File: src/hdl/opl_pkg.sv
// ----------------------------------------------------------------------------
// opl_pkg
// Shared types and codes for the recency-ordered page list.
// ----------------------------------------------------------------------------
`default_nettype none

package opl_pkg;

  localparam int PAGE_W = 16;
  localparam int CNT_W  = 5;

  typedef enum logic [1:0] {
    FN_PUSH_FRONT = 2'd0,
    FN_POP_BACK   = 2'd1,
    FN_REMOVE     = 2'd2,
    FN_PEEK       = 2'd3
  } func_t;

  typedef enum logic [1:0] {
    ST_OK        = 2'd0,
    ST_EMPTY     = 2'd1,
    ST_NOT_FOUND = 2'd2,
    ST_FULL      = 2'd3
  } status_t;

  typedef struct packed {
    func_t              func;
    logic [PAGE_W-1:0]  page;
  } opl_in_t;

  typedef struct packed {
    logic [PAGE_W-1:0]  removed_page;
    status_t            status;
    logic [PAGE_W-1:0]  front_page;
    logic [PAGE_W-1:0]  back_page;
    logic [CNT_W-1:0]   entry_count;
  } opl_out_t;

endpackage

`default_nettype wire

File: src/hdl/ordered_page_list.sv
// ----------------------------------------------------------------------------
// ordered_page_list
// Recency-ordered page list kept as a circular buffer in one synchronous RAM.
// ----------------------------------------------------------------------------
// Push front, peek and refused/empty ops: result strobe in the cycle after start.
// Pop back: RAM read for the new tail, skipped if it empties the list.
// Remove: search walk; a match at list position m > 0 then shifts the m earlier
// entries; a front match reads the new front unless that empties the list.
// No match ends at the tail. busy stays high until the result issues; no stall.
// Reset (synchronous, rst_n low) empties the list; RAM contents are not cleared.
`default_nettype none

module ordered_page_list
  import opl_pkg::*;
#(
  parameter int DEPTH      = 16,
  parameter int PAGE_WIDTH = 16
) (
  input  wire logic     clk,
  input  wire logic     rst_n,
  input  wire logic     start,
  output logic          busy,
  input  wire opl_in_t  in_data,
  output logic          out_valid,
  output opl_out_t      out_data
);

  localparam int AW = $clog2(DEPTH);
  localparam int CW = $clog2(DEPTH + 1);
  localparam int SW = CW + 1;
  localparam int EW = (PAGE_WIDTH < PAGE_W) ? PAGE_WIDTH : PAGE_W;

  typedef enum logic [2:0] {
    S_IDLE,
    S_POP_RD,
    S_SEARCH,
    S_FRONT_RD,
    S_SHIFT
  } state_t;

  state_t          state_r, state_nxt;
  logic [AW-1:0]   head_r, head_nxt;
  logic [CW-1:0]   count_r, count_nxt;
  logic [EW-1:0]   front_r, front_nxt;
  logic [EW-1:0]   back_r, back_nxt;
  logic [EW-1:0]   key_r, key_nxt;
  logic [EW-1:0]   removed_r, removed_nxt;
  logic [CW-1:0]   pos_r, pos_nxt;
  logic            out_valid_r, out_valid_nxt;
  opl_out_t        out_r, out_nxt;

  logic [EW-1:0]   mem [DEPTH];
  logic [EW-1:0]   rd_data_r;
  logic            mem_we;
  logic [AW-1:0]   mem_waddr;
  logic [EW-1:0]   mem_wdata;
  logic [AW-1:0]   mem_raddr;

  logic [EW-1:0]   pg;
  logic [AW-1:0]   head_inc, head_dec;
  logic [CW-1:0]   count_dec;
  logic [EW-1:0]   back_upd;

  // list position to RAM address
  function automatic logic [AW-1:0] phys(input logic [AW-1:0] hd, input logic [CW-1:0] pos);
    logic [SW-1:0] sum;
    sum = SW'(hd) + SW'(pos);
    if (sum >= SW'(DEPTH)) sum = sum - SW'(DEPTH);
    return sum[AW-1:0];
  endfunction

  function automatic opl_out_t pack_res(input logic [EW-1:0] rm, input status_t st,
                                        input logic [EW-1:0] fr, input logic [EW-1:0] bk,
                                        input logic [CW-1:0] cnt);
    opl_out_t r;
    r.removed_page = PAGE_W'(rm);
    r.status       = st;
    r.front_page   = (cnt == '0) ? '0 : PAGE_W'(fr);
    r.back_page    = (cnt == '0) ? '0 : PAGE_W'(bk);
    r.entry_count  = CNT_W'(cnt);
    return r;
  endfunction

  assign pg        = in_data.page[EW-1:0];
  assign head_inc  = (head_r == AW'(DEPTH - 1)) ? '0 : head_r + AW'(1);
  assign head_dec  = (head_r == '0) ? AW'(DEPTH - 1) : head_r - AW'(1);
  assign count_dec = count_r - CW'(1);
  // first shift write lands on the old tail slot when the match was the tail
  assign back_upd  = (pos_r + CW'(1) == count_dec) ? rd_data_r : back_r;

  always_comb begin
    state_nxt     = state_r;
    head_nxt      = head_r;
    count_nxt     = count_r;
    front_nxt     = front_r;
    back_nxt      = back_r;
    key_nxt       = key_r;
    removed_nxt   = removed_r;
    pos_nxt       = pos_r;
    out_valid_nxt = 1'b0;
    out_nxt       = out_r;
    mem_we        = 1'b0;
    mem_waddr     = head_dec;
    mem_wdata     = pg;
    mem_raddr     = phys(head_r, pos_r + CW'(1));

    unique case (state_r)
      S_IDLE: begin
        if (start) begin
          unique case (in_data.func)
            FN_PUSH_FRONT: begin
              out_valid_nxt = 1'b1;
              if (count_r == CW'(DEPTH)) begin
                out_nxt = pack_res('0, ST_FULL, front_r, back_r, count_r);
              end else begin
                mem_we    = 1'b1;
                head_nxt  = head_dec;
                front_nxt = pg;
                back_nxt  = (count_r == '0) ? pg : back_r;
                count_nxt = count_r + CW'(1);
                out_nxt   = pack_res('0, ST_OK, pg, (count_r == '0) ? pg : back_r,
                                     count_r + CW'(1));
              end
            end
            FN_POP_BACK: begin
              if (count_r == '0) begin
                out_valid_nxt = 1'b1;
                out_nxt       = pack_res('0, ST_EMPTY, front_r, back_r, count_r);
              end else if (count_r == CW'(1)) begin
                out_valid_nxt = 1'b1;
                count_nxt     = '0;
                out_nxt       = pack_res(back_r, ST_OK, front_r, back_r, '0);
              end else begin
                count_nxt   = count_dec;
                removed_nxt = back_r;
                mem_raddr   = phys(head_r, count_r - CW'(2));
                state_nxt   = S_POP_RD;
              end
            end
            FN_REMOVE: begin
              if (count_r == '0) begin
                out_valid_nxt = 1'b1;
                out_nxt       = pack_res('0, ST_EMPTY, front_r, back_r, count_r);
              end else begin
                key_nxt   = pg;
                pos_nxt   = '0;
                mem_raddr = phys(head_r, '0);
                state_nxt = S_SEARCH;
              end
            end
            FN_PEEK: begin
              out_valid_nxt = 1'b1;
              out_nxt       = pack_res('0, ST_OK, front_r, back_r, count_r);
            end
          endcase
        end
      end

      S_POP_RD: begin
        back_nxt      = rd_data_r;
        out_valid_nxt = 1'b1;
        out_nxt       = pack_res(removed_r, ST_OK, front_r, rd_data_r, count_r);
        state_nxt     = S_IDLE;
      end

      // rd_data_r holds the entry at pos_r; the next position is already in flight
      S_SEARCH: begin
        if (rd_data_r == key_r) begin
          if (pos_r == '0) begin
            head_nxt  = head_inc;
            count_nxt = count_dec;
            if (count_r == CW'(1)) begin
              out_valid_nxt = 1'b1;
              out_nxt       = pack_res(key_r, ST_OK, front_r, back_r, '0);
              state_nxt     = S_IDLE;
            end else begin
              mem_raddr = phys(head_r, CW'(1));
              state_nxt = S_FRONT_RD;
            end
          end else begin
            mem_raddr = phys(head_r, pos_r - CW'(1));
            pos_nxt   = pos_r - CW'(1);
            state_nxt = S_SHIFT;
          end
        end else if (pos_r == count_dec) begin
          out_valid_nxt = 1'b1;
          out_nxt       = pack_res('0, ST_NOT_FOUND, front_r, back_r, count_r);
          state_nxt     = S_IDLE;
        end else begin
          pos_nxt = pos_r + CW'(1);
        end
      end

      S_FRONT_RD: begin
        front_nxt     = rd_data_r;
        out_valid_nxt = 1'b1;
        out_nxt       = pack_res(key_r, ST_OK, rd_data_r, back_r, count_r);
        state_nxt     = S_IDLE;
      end

      // move entry pos_r one place back; head advances once the front is moved
      S_SHIFT: begin
        mem_we    = 1'b1;
        mem_waddr = phys(head_r, pos_r + CW'(1));
        mem_wdata = rd_data_r;
        back_nxt  = back_upd;
        if (pos_r == '0) begin
          head_nxt      = head_inc;
          count_nxt     = count_dec;
          out_valid_nxt = 1'b1;
          out_nxt       = pack_res(key_r, ST_OK, front_r, back_upd, count_dec);
          state_nxt     = S_IDLE;
        end else begin
          mem_raddr = phys(head_r, pos_r - CW'(1));
          pos_nxt   = pos_r - CW'(1);
        end
      end

      default: state_nxt = S_IDLE;
    endcase
  end

  always_ff @(posedge clk) begin
    if (!rst_n) begin
      state_r     <= S_IDLE;
      head_r      <= '0;
      count_r     <= '0;
      out_valid_r <= 1'b0;
    end else begin
      state_r     <= state_nxt;
      head_r      <= head_nxt;
      count_r     <= count_nxt;
      out_valid_r <= out_valid_nxt;
      front_r     <= front_nxt;
      back_r      <= back_nxt;
      key_r       <= key_nxt;
      removed_r   <= removed_nxt;
      pos_r       <= pos_nxt;
      out_r       <= out_nxt;
    end
  end

  always_ff @(posedge clk) begin
    if (mem_we) begin
      mem[mem_waddr] <= mem_wdata;
    end
    rd_data_r <= mem[mem_raddr];
  end

  assign busy      = (state_r != S_IDLE);
  assign out_valid = out_valid_r;
  assign out_data  = out_r;

`ifndef SYNTH
  a_count_bound: assert property (@(posedge clk) disable iff (!rst_n)
    count_r <= CW'(DEPTH))
    else $error("list count above depth");

  a_fast_ops: assert property (@(posedge clk) disable iff (!rst_n)
    start && !busy && (in_data.func == FN_PUSH_FRONT || in_data.func == FN_PEEK)
    |=> out_valid)
    else $error("push or peek gave no result on the next cycle");

  a_full_status: assert property (@(posedge clk) disable iff (!rst_n)
    out_valid && out_data.status == ST_FULL |-> count_r == CW'(DEPTH))
    else $error("full status with spare room");

  a_search_pos: assert property (@(posedge clk) disable iff (!rst_n)
    state_r == S_SEARCH |-> count_r != '0 && pos_r < count_r)
    else $error("search walked past the tail");
`endif

endmodule

`default_nettype wire

File: config.mk
export PLATFORM = sky130hd
export DESIGN_NAME = ordered_page_list
export DESIGN_NICKNAME = d
export VERILOG_FILES = /design/src/hdl/opl_pkg.sv /design/src/hdl/ordered_page_list.sv
export SDC_FILE = /design/constraint.sdc
export NUM_CORES = 1
export LEC_CHECK = 0
export ABC_CLOCK_PERIOD_IN_PS = 13290
export BUFFER_PORTS_ARGS = -buffer_cell sky130_fd_sc_hd__buf_2
export CAP_MARGIN = 30
export CORE_UTILIZATION = 60
export CTS_CLUSTER_DIAMETER = 150
export DETAILED_ROUTE_END_ITERATION = 8
export GPL_TIMING_DRIVEN = 0
export PLACE_DENSITY = 0.81
export SYNTH_ARGS = -nofsm -noshare
export SYNTH_HDL_FRONTEND = slang
export SYNTH_SLANG_ARGS = --single-unit
File: constraint.sdc
create_clock -name clk -period 13.29 [get_ports clk]
set_input_delay 1.9935 -clock clk [delete_from_list [all_inputs] [get_ports clk]]
set_output_delay 1.9935 -clock clk [all_outputs]
set_load 0.03 [all_outputs]
Word level (Yosys, flattened, before mapping)
Memory sizes are Yosys's and may differ from the RTL's. A register that Yosys moved wholly into a read port is not among the register bits.
Index checks and enable logic that the tools add are counted.
- $add $sub $neg: 16
- order comparisons: 5
- eq/ne operators: 32
- muxes and demuxes: 96
- bitwise operators: 2
- reductions and logical operators: 23
- operator list (operator ; number):
    55-bit 2-to-1 mux ; 9
    55-bit one-hot mux with 5 select lines ; 1
    16-bit 2-to-1 mux ; 16
    55-bit one-hot mux with 4 select lines ; 1
    4-bit 2-to-1 mux ; 21
    5-bit 2-to-1 mux ; 12
    16-bit one-hot mux with 3 select lines ; 1
    39-bit 2-to-1 mux ; 1
    16-bit one-hot mux with 2 select lines ; 1
    5-bit one-hot mux with 3 select lines ; 2
    3-bit != test, second input constant ; 9
    3-bit 2-to-1 mux ; 8
    4-bit one-hot mux with 3 select lines ; 2
    4-bit by 1-bit subtractor with 4-bit output, second input constant ; 6
    5-bit logical NOT ; 4
    5-bit AND reduction ; 4
    4-bit by 5-bit adder with 6-bit output ; 3
    6-bit by 5-bit >= comparator with 1-bit output, second input constant ; 3
    6-bit AND reduction ; 3
    16-bit == test ; 1
    1-bit 2-to-1 mux ; 13
    5-bit by 1-bit adder with 5-bit output, second input constant ; 2
    5-bit == test ; 2
    2-bit != test, second input constant ; 5
    other kinds (35) ; 44
- register bits: 137
- bits in writable memories: 256
- input port bits: 21
- output and inout bits: 57
- logic and storage cells: 189
- memories: 1
- memories (memory ; depth ; bits a word ; rd ports ; clocked after memory_dff ; write ports ; line ; RTL):
    mem ; 16 ; 16 ; 1 ; 1 ; 1 ; ordered_page_list.sv:52 ; logic [EW-1:0] mem [DEPTH];

Longest topological paths before layout
Gate-level depths: netlist of the first run.
- depth after elaboration: 9
- depth in mapped cells: 15
- mapped depth without buffers: 13

Worst setup path before layout of the first run
Ideal clock, no wire load.
- path type: input -> register
- start: input port in_data[16] in the netlist's numbering
- end: register out_r (netlist bit out_data[0]), enable pin
- setup time: 0.623 ns
- arrival time: 8.262 ns
- data required time: 12.667 ns
- setup slack: 4.404 ns
- stages on the path: 6
- cells stage by stage: inv_1 ha_1 clkbuf_1 nand2_1 a31oi_1 nor4b_1
- word-level cells in the longest chain between the ends: 3
- elaborated cells on any way between the ends: 5
- classes of those cells: 4 x eq/ne; 1 x reduce/logical
- RTL lines (item ; line ; RTL):
    start: declaration ; ordered_page_list.sv:23 ; input wire opl_in_t in_data,
    2-bit by 1-bit == test with 1-bit output / 2-bit == test (equally long branches) ; ordered_page_list.sv:110 ; unique case (in_data.func)
    4-bit != test (no source line) / 3-bit != test (equally long branches) ; n/a ;
    9-bit AND reduction (no source line) (*) ; n/a ;
    end signal: assignment ; ordered_page_list.sv:239 ; out_r <= out_nxt;
    end: declaration ; ordered_page_list.sv:50 ; opl_out_t out_r, out_nxt;
Every way passes the cells marked *; elsewhere a longest branch is shown, timed or not.
A chain may end at the register's enable or synchronous reset.

Worst setup path in the final report of the first run
- start: input port in_data[16] in the netlist's numbering
- end: register rd_data_r[6] (read register of mem)
- word-level cells in the longest chain between the ends: 4
- elaborated cells on any way between the ends: 5
- classes of those cells: 2 x eq/ne; 3 x mux
- RTL lines (item ; line ; RTL):
    2-bit == test / 2-bit by 1-bit == test with 1-bit output (equally long branches) ; ordered_page_list.sv:110 ;
    4-bit one-hot mux with 2 select lines (*) ; ordered_page_list.sv:110 ;
    4-bit 2-to-1 mux (*) ; ordered_page_list.sv:109 ; if (start) begin
    4-bit one-hot mux with 3 select lines (*) ; ordered_page_list.sv:107 ; unique case (state_r)
    end: declaration ; ordered_page_list.sv:53 ; logic [EW-1:0] rd_data_r;
Marked as above.

==> impl_metrics.yaml, run 1 <==
critical_path:
  crit_required_ns: 13.67
  start_kind: "input pin"
  cp.arrival_ns: 5.44
  crit_type: "input pin to flop"
  critical_path.max_fanout: 10
  crit_path_end_kind: "flop"
sta:
  worst_slew_pin_slew_ns: 0.982
  maxSlewViolCount: 0
  setup_tns_ns: 0
  finalHoldViolations: 0
  finalWorstSetupSlack_ns: 8.23
  slew_headroom: 0.345
  setup_viol: 0
  fin_skew_ns: 0.0134
  fin_crit_sh: 0.381
  fmax_ghz: 0.198
  period_needed_ns: 5.06
  rsz0062_at_grt: "no"
floorplanning:
  chipHeight_um: 182
  core-area_mm2: 0.0316
  initial_core_util: 0.611
  fp-row-count: 65
  die_width_um: 182
  num_io_pins: 78
  die_area_mm2: 0.0329
global_route:
  antenna_found_initial: 1
  grt_overflow: 0
  grt_pass1_wl_um: 77600
  grt_max_degree: 17
  grt.total_usage: 0.314
  grt_pass1_vias: 13146
yosys:
  yosys_register_bits: 409
  ys.flop_type: "edfxtp_1"
  yosys-top-cells-area: "edfxtp_1, mux2i_1, nand2_1, dfxtp_1, a211oi_1"
  synth.top_cells.by_count: "edfxtp_1, nand2_1, nor2_1"
  synth.most_common_cell: "edfxtp_1"
  synth_cell_type_count: 78
  syn_area_per_cell_um2: 12.6
  synth_edf_count: 380
  syn-instance-count: 1535
  ys_warn_count: 0
  synth_top_area_share: 0.590
  synth.cell_area_mm2: 0.0193
  syn_nets: 1585
  async_flop_share: 0
  yosysTopAreaCell: "edfxtp_1"
  ys_seq_area_frac: 0.620
power:
  ir_worst_vdd_uv: 139
  leakage_nw: 7.90
  power_mw: 3.47
  p_per_area_mw_per_mm2: 159
placement:
  post-place-ws_ns: 7.78
  dp_hpwl_um: 36000
  port_buffers: 76
  gp_congestion: 0.961
cts:
  cts_made_buffers: 42
  cts.repair.resized: 0
  cts_buffer_depth: 3
  clkLatencyLatePin_ns: 0.55
  cts_setup_buffers: 0
  cts-root-buf: "clkbuf_16"
  cts_hold_buf: 0
  cts_tree: "built"
  cts.sinks: 409
  path_clk_slew_ns: 0.06
  htreeDepth: 2
final_layout:
  syn_to_final_growth_pct: 12.8
  drive_above_1_share: 0.144
  nets: 1725
  fillers: 2227
flow_run:
  drv_cap: 0
run_status:
  status: "finished, final reports clean"
drt:
  wl_um: 51100
  via_count: 13599
  drc: 0
  routed_via_density: 6.45
  ant_nets: 0
  drtIter0Drc: 1616
  wl_per_cell_um: 24.2
  dr.pass1.iters: 7
hold_path:
  hp-class: "flop to flop"
## metal layers
layer | GRT usage | part of all wire
met5 | 0 | 0
met3 | 0.0463 | 0.087
met4 | 0.148 | 0.054
met2 | 0.518 | 0.47
met1 | 0.414 | 0.39
## critical path, cell delays in order
cell and delay (ns):
buf_2 0.13, inv_1 0.08, ha_1 0.14, clkbuf_1 0.40, nor2b_1 0.45, o2bb2ai_1 0.21, a221oi_2 0.09, nand3_1 0.16
buf_6 0.20, buf_4 0.27, buf_2 0.35, mux2i_1 0.28, a211oi_1 0.13, or4_1 0.53
## cells in the final DEF (no fill, tap or decap), types with 14 or more instances in the layout
master / Yosys / final
a222oi_1: 14 / 14
a22oi_1: 30 / 30
clkbuf_16: 0 / 43
edfxtp_1: 380 / 380
a21boi_0: 15 / 15
buf_2: 21 / 99
mux2i_1: 84 / 84
xnor2_1: 36 / 36
a21oi_1: 69 / 69
or4_1: 16 / 16
nor3_1: 15 / 14
dfxtp_1: 29 / 29
nand2_1: 192 / 192
buf_6: 10 / 18
nand3_1: 14 / 14
o21ai_0: 55 / 55
clkbuf_1: 54 / 65
a211oi_1: 72 / 72
mux2_2: 23 / 23
inv_1: 32 / 32
nor2_1: 132 / 123
ha_1: 26 / 26
mux2_1: 41 / 41
## logic make-up (layout without fill, tap and decap cells)
kind of cell,count (synthesis),count (layout),share of synthesized area
other cells,0,1,0
compound gates,348,348,0.126
flops,409,409,0.620
buf+inv,128,297,0.0309
xor+xnor,48,48,0.0217
simple gates,424,424,0.0994
fa+ha+maj,30,30,0.0205
mux,148,148,0.0808
## per-stage QoR
| step | std cells | hold WS [ns] | util | cell area (um^2) |
|---|---|---|---|---|
| 6_report | 2107 | 0.481 | 0.690 | 21800 |
| 5_1_grt | 2106 | 0.495 | 0.689 | 21800 |
| 4_1_cts | 2106 | 0.480 | 0.689 | 21800 |
| 3_5_place_dp | 2033 | 0.466 | 0.646 | 20400 |
| 3_3_place_gp | 2013 | 0.453 | 0.639 | 20200 |
| 2_1_floorplan | 1535 | 0.450 | - | 19300 |
## flip-flops by register name, summed over array words and instances, names as in the netlist
signal / flops
front_r: 16
state_r: 3
mem: 256
removed_r: 16
back_r: 16
out_data: 55
pos_r: 5
count_r: 5
head_r: 4
rd_data_r: 16
out_valid: 1
key_r: 16
## final timing paths
kind	from	to	slack, ns	cells after the start
max	in_data[16]	rd_data_r[6]$_DFF_P_	8.23	14
max reg2reg	rd_data_r[13]$_DFF_P_	out_data[23]$_DFFE_PP_	8.51	13
min reg2reg	back_r[5]$_DFFE_PP_	removed_r[5]$_DFFE_PP_	0.48	0
min	back_r[5]$_DFFE_PP_	removed_r[5]$_DFFE_PP_	0.48	0
## report_power, final
part,switching (mW),internal [mW]
Combinational,0.484,0.263
Sequential,0.0621,1.48
Clock,0.480,0.695
Total,1.03,2.44
## area by class of cell
type | instances | area [um^2] | share of cell area
Sequential cell | 409 | 12000 | 0.550
Multi-Input combinational cell | 998 | 6780 | 0.311
Clock buffer | 58 | 1170 | 0.0537
Timing Repair Buffer | 96 | 571 | 0.0262
Tap cell | 402 | 503 | 0.0231
Buffer | 93 | 465 | 0.0213
Clock inverter | 15 | 193 | 0.00883
Inverter | 35 | 131 | 0.00602
Antenna cell | 1 | 2.50 | 0.000115
Power figures use the tool's default switching activity.
==> inputs of run 2 (changes only) <==
--- a/config.mk
+++ b/config.mk
@@ -5,7 +5,7 @@
 export SDC_FILE = /design/constraint.sdc
 export NUM_CORES = 1
 export LEC_CHECK = 0
-export ABC_CLOCK_PERIOD_IN_PS = 13290
+export ABC_CLOCK_PERIOD_IN_PS = 5100
 export BUFFER_PORTS_ARGS = -buffer_cell sky130_fd_sc_hd__buf_2
 export CAP_MARGIN = 30
 export CORE_UTILIZATION = 60
==> constraint.sdc (replaced) <==
create_clock -name clk -period 5.1 [get_ports clk]
set_input_delay 0.765 -clock clk [delete_from_list [all_inputs] [get_ports clk]]
set_output_delay 0.765 -clock clk [all_outputs]
set_load 0.03 [all_outputs]
==> run 2 against run 1 <==
Count of clock-buffer cells in the layout down 7. Sequential power increased to 2.6 times the previous value. Clock skew grew 0.0076 ns. Die area did not move. Via count increased by 0.49%. Cell count is essentially flat. Utilization rose by 0.33 points. Non-clock buffer count unchanged. Total power increased to 2.6 times the previous value. Worst hold slack improved by 0.0046 ns. Sequential cell count unchanged. Register-to-register slack got worse by 8.0 ns. Critical path type is now flop to flop. Critical endpoint is now rd_data_r[5]$_DFF_P_.
==> impl_metrics.yaml, run 2 (synthesis gave the netlist of run 1 again) <==
critical_path:
  r2r-start: "count_r[1]$_SDFFE_PN0P_"
  crit_chain: "inv_1 -> ha_1 -> nor4b_4 -> nor2b_1 -> o2bb2ai_1 -> a221oi_2 -> nand3_1 -> buf_6 -> buf_6 -> mux2_1 -> nor2_1 -> a211oi_1 -> or4_1"
  r2r_cells: 13
  crit_type: "flop to flop"
  slowest_stage: "nor4b_4"
  critical_path.max_fanout: 10
  cp_common_cell: "buf_6"
  crit_path_end_kind: "flop"
  start_kind: "flop"
  cp.arrival_ns: 4.95
  crit_required_ns: 5.48
  cpPeakStageDelay_ns: 0.73
  crit_start: "count_r[1]$_SDFFE_PN0P_"
cts:
  clkLatencyLatePin_ns: 0.55
  cts_made_buffers: 41
  cts_hold_buf: 0
  path_clk_slew_ns: 0.07
  cts.sinks: 409
  cts_tree: "built"
  cts_buffer_depth: 3
  cts.repair.resized: 0
  cts-root-buf: "clkbuf_16"
  htreeDepth: 2
  cts_setup_buffers: 0
final_layout:
  register_area_mm2: 0.0120
  drive_above_1_share: 0.147
  fillers: 2165
  syn_to_final_growth_pct: 13.4
  largest_reg_flops: 256
  layout_common_cells: "edfxtp_1, nand2_1, nor2_1"
  largest-register: "mem"
  nets: 1724
  diodes: 0
  final_common_cell: "edfxtp_1"
  multiInputGateArea_mm2: 0.00679
sta:
  finalWorstSetupSlack_ns: 0.528
  period_needed_ns: 4.57
  whs_ns: 0.486
  rsz0062_at_grt: "no"
  slew_headroom: 0.339
  worst_slew_pin_slew_ns: 0.990
  fin_crit_sh: 0.896
  finalHoldViolations: 0
  maxSlewViolCount: 0
  setup_viol: 0
  fin_skew_ns: 0.0210
  fmax_ghz: 0.219
drt:
  routed_via_density: 6.48
  drc: 0
  drtIter0Drc: 1778
  dr.pass1.iters: 8
  wl_per_cell_um: 24.3
  via_count: 13665
  wl_um: 51200
  ant_nets: 0
placement:
  post-place-ws_ns: 0.712
  port_buffers: 76
  dp_hpwl_um: 36100
  gp_congestion: 0.967
floorplanning:
  fp-row-count: 65
  num_io_pins: 78
  core-area_mm2: 0.0316
  initial_core_util: 0.611
  die_width_um: 182
  chipHeight_um: 182
  die_area_mm2: 0.0329
global_route:
  grt_pass1_vias: 13010
  grt_max_degree: 20
  grt.total_usage: 0.312
  grt_overflow: 0
  grt_pass1_wl_um: 77300
  antenna_found_initial: 1
hold_path:
  min_delay_path_depth: 0
  min-delay-start: "back_r[11]$_DFFE_PP_"
  hp-class: "flop to flop"
power:
  ir_worst_vdd_uv: 359
  leakage_nw: 7.95
  p_per_area_mw_per_mm2: 419
run_status:
  status: "finished, final reports clean"
flow_run:
  drv_cap: 0
run 2: per-stage QoR:
step	util	power, mW	instances	area (um^2)	TNS, ns
floorplan	-	5.36	1535	19300	0
CTS	0.693	9.15	2109	21900	0
detailed placement	0.647	5.98	2033	20500	0
finish	0.693	9.18	2109	21900	0
global placement	0.639	5.93	2013	20200	-44.34
global route	0.693	9.46	2109	21900	0
run 2: metal layers:
metal | vias to the layer above | wire length [um] | GRT usage
met5 | - | 9 | 0
met4 | 2 | 2300 | 0.137
met3 | 132 | 4940 | 0.0457
met2 | 856 | 24300 | 0.513
met1 | 6583 | 19700 | 0.415
li1 | 6092 | - | -
run 2: where the power goes:
| group | leakage (nW) | switching [mW] | internal [mW] |
|---|---|---|---|
| Combinational | 3.55 | 1.26 | 0.687 |
| Sequential | 3.70 | 0.157 | 3.86 |
| Clock | 0.701 | 1.29 | 1.92 |
run 2: final timing paths:
path	to	slack [ns]
hold / removal	removed_r[11]$_DFFE_PP_	0.49
setup reg to reg	rd_data_r[5]$_DFF_P_	0.53
setup / recovery	rd_data_r[5]$_DFF_P_	0.53
hold reg to reg	removed_r[11]$_DFFE_PP_	0.49
run 2: final cells by class:
class | instances | share of cell area
Multi-Input combinational cell | 998 | 0.310
Sequential cell | 409 | 0.547
Tap cell | 402 | 0.0229
Clock buffer | 51 | 0.0509
Timing Repair Buffer | 96 | 0.0267
Inverter | 35 | 0.00599
Clock inverter | 25 | 0.0152
Buffer | 93 | 0.0212
run 2: worst max-delay path, delay by kind of cell (launching register included):
kind	cells	cell delay (ns)
AO/OA/AOI/OAI	3	0.61
adder cells (fa/ha/maj)	1	0.39
buffers and inverters	3	0.66
flip-flops	1	0.40
multiplexers	1	0.33
AND/OR/NAND/NOR	5	2.00
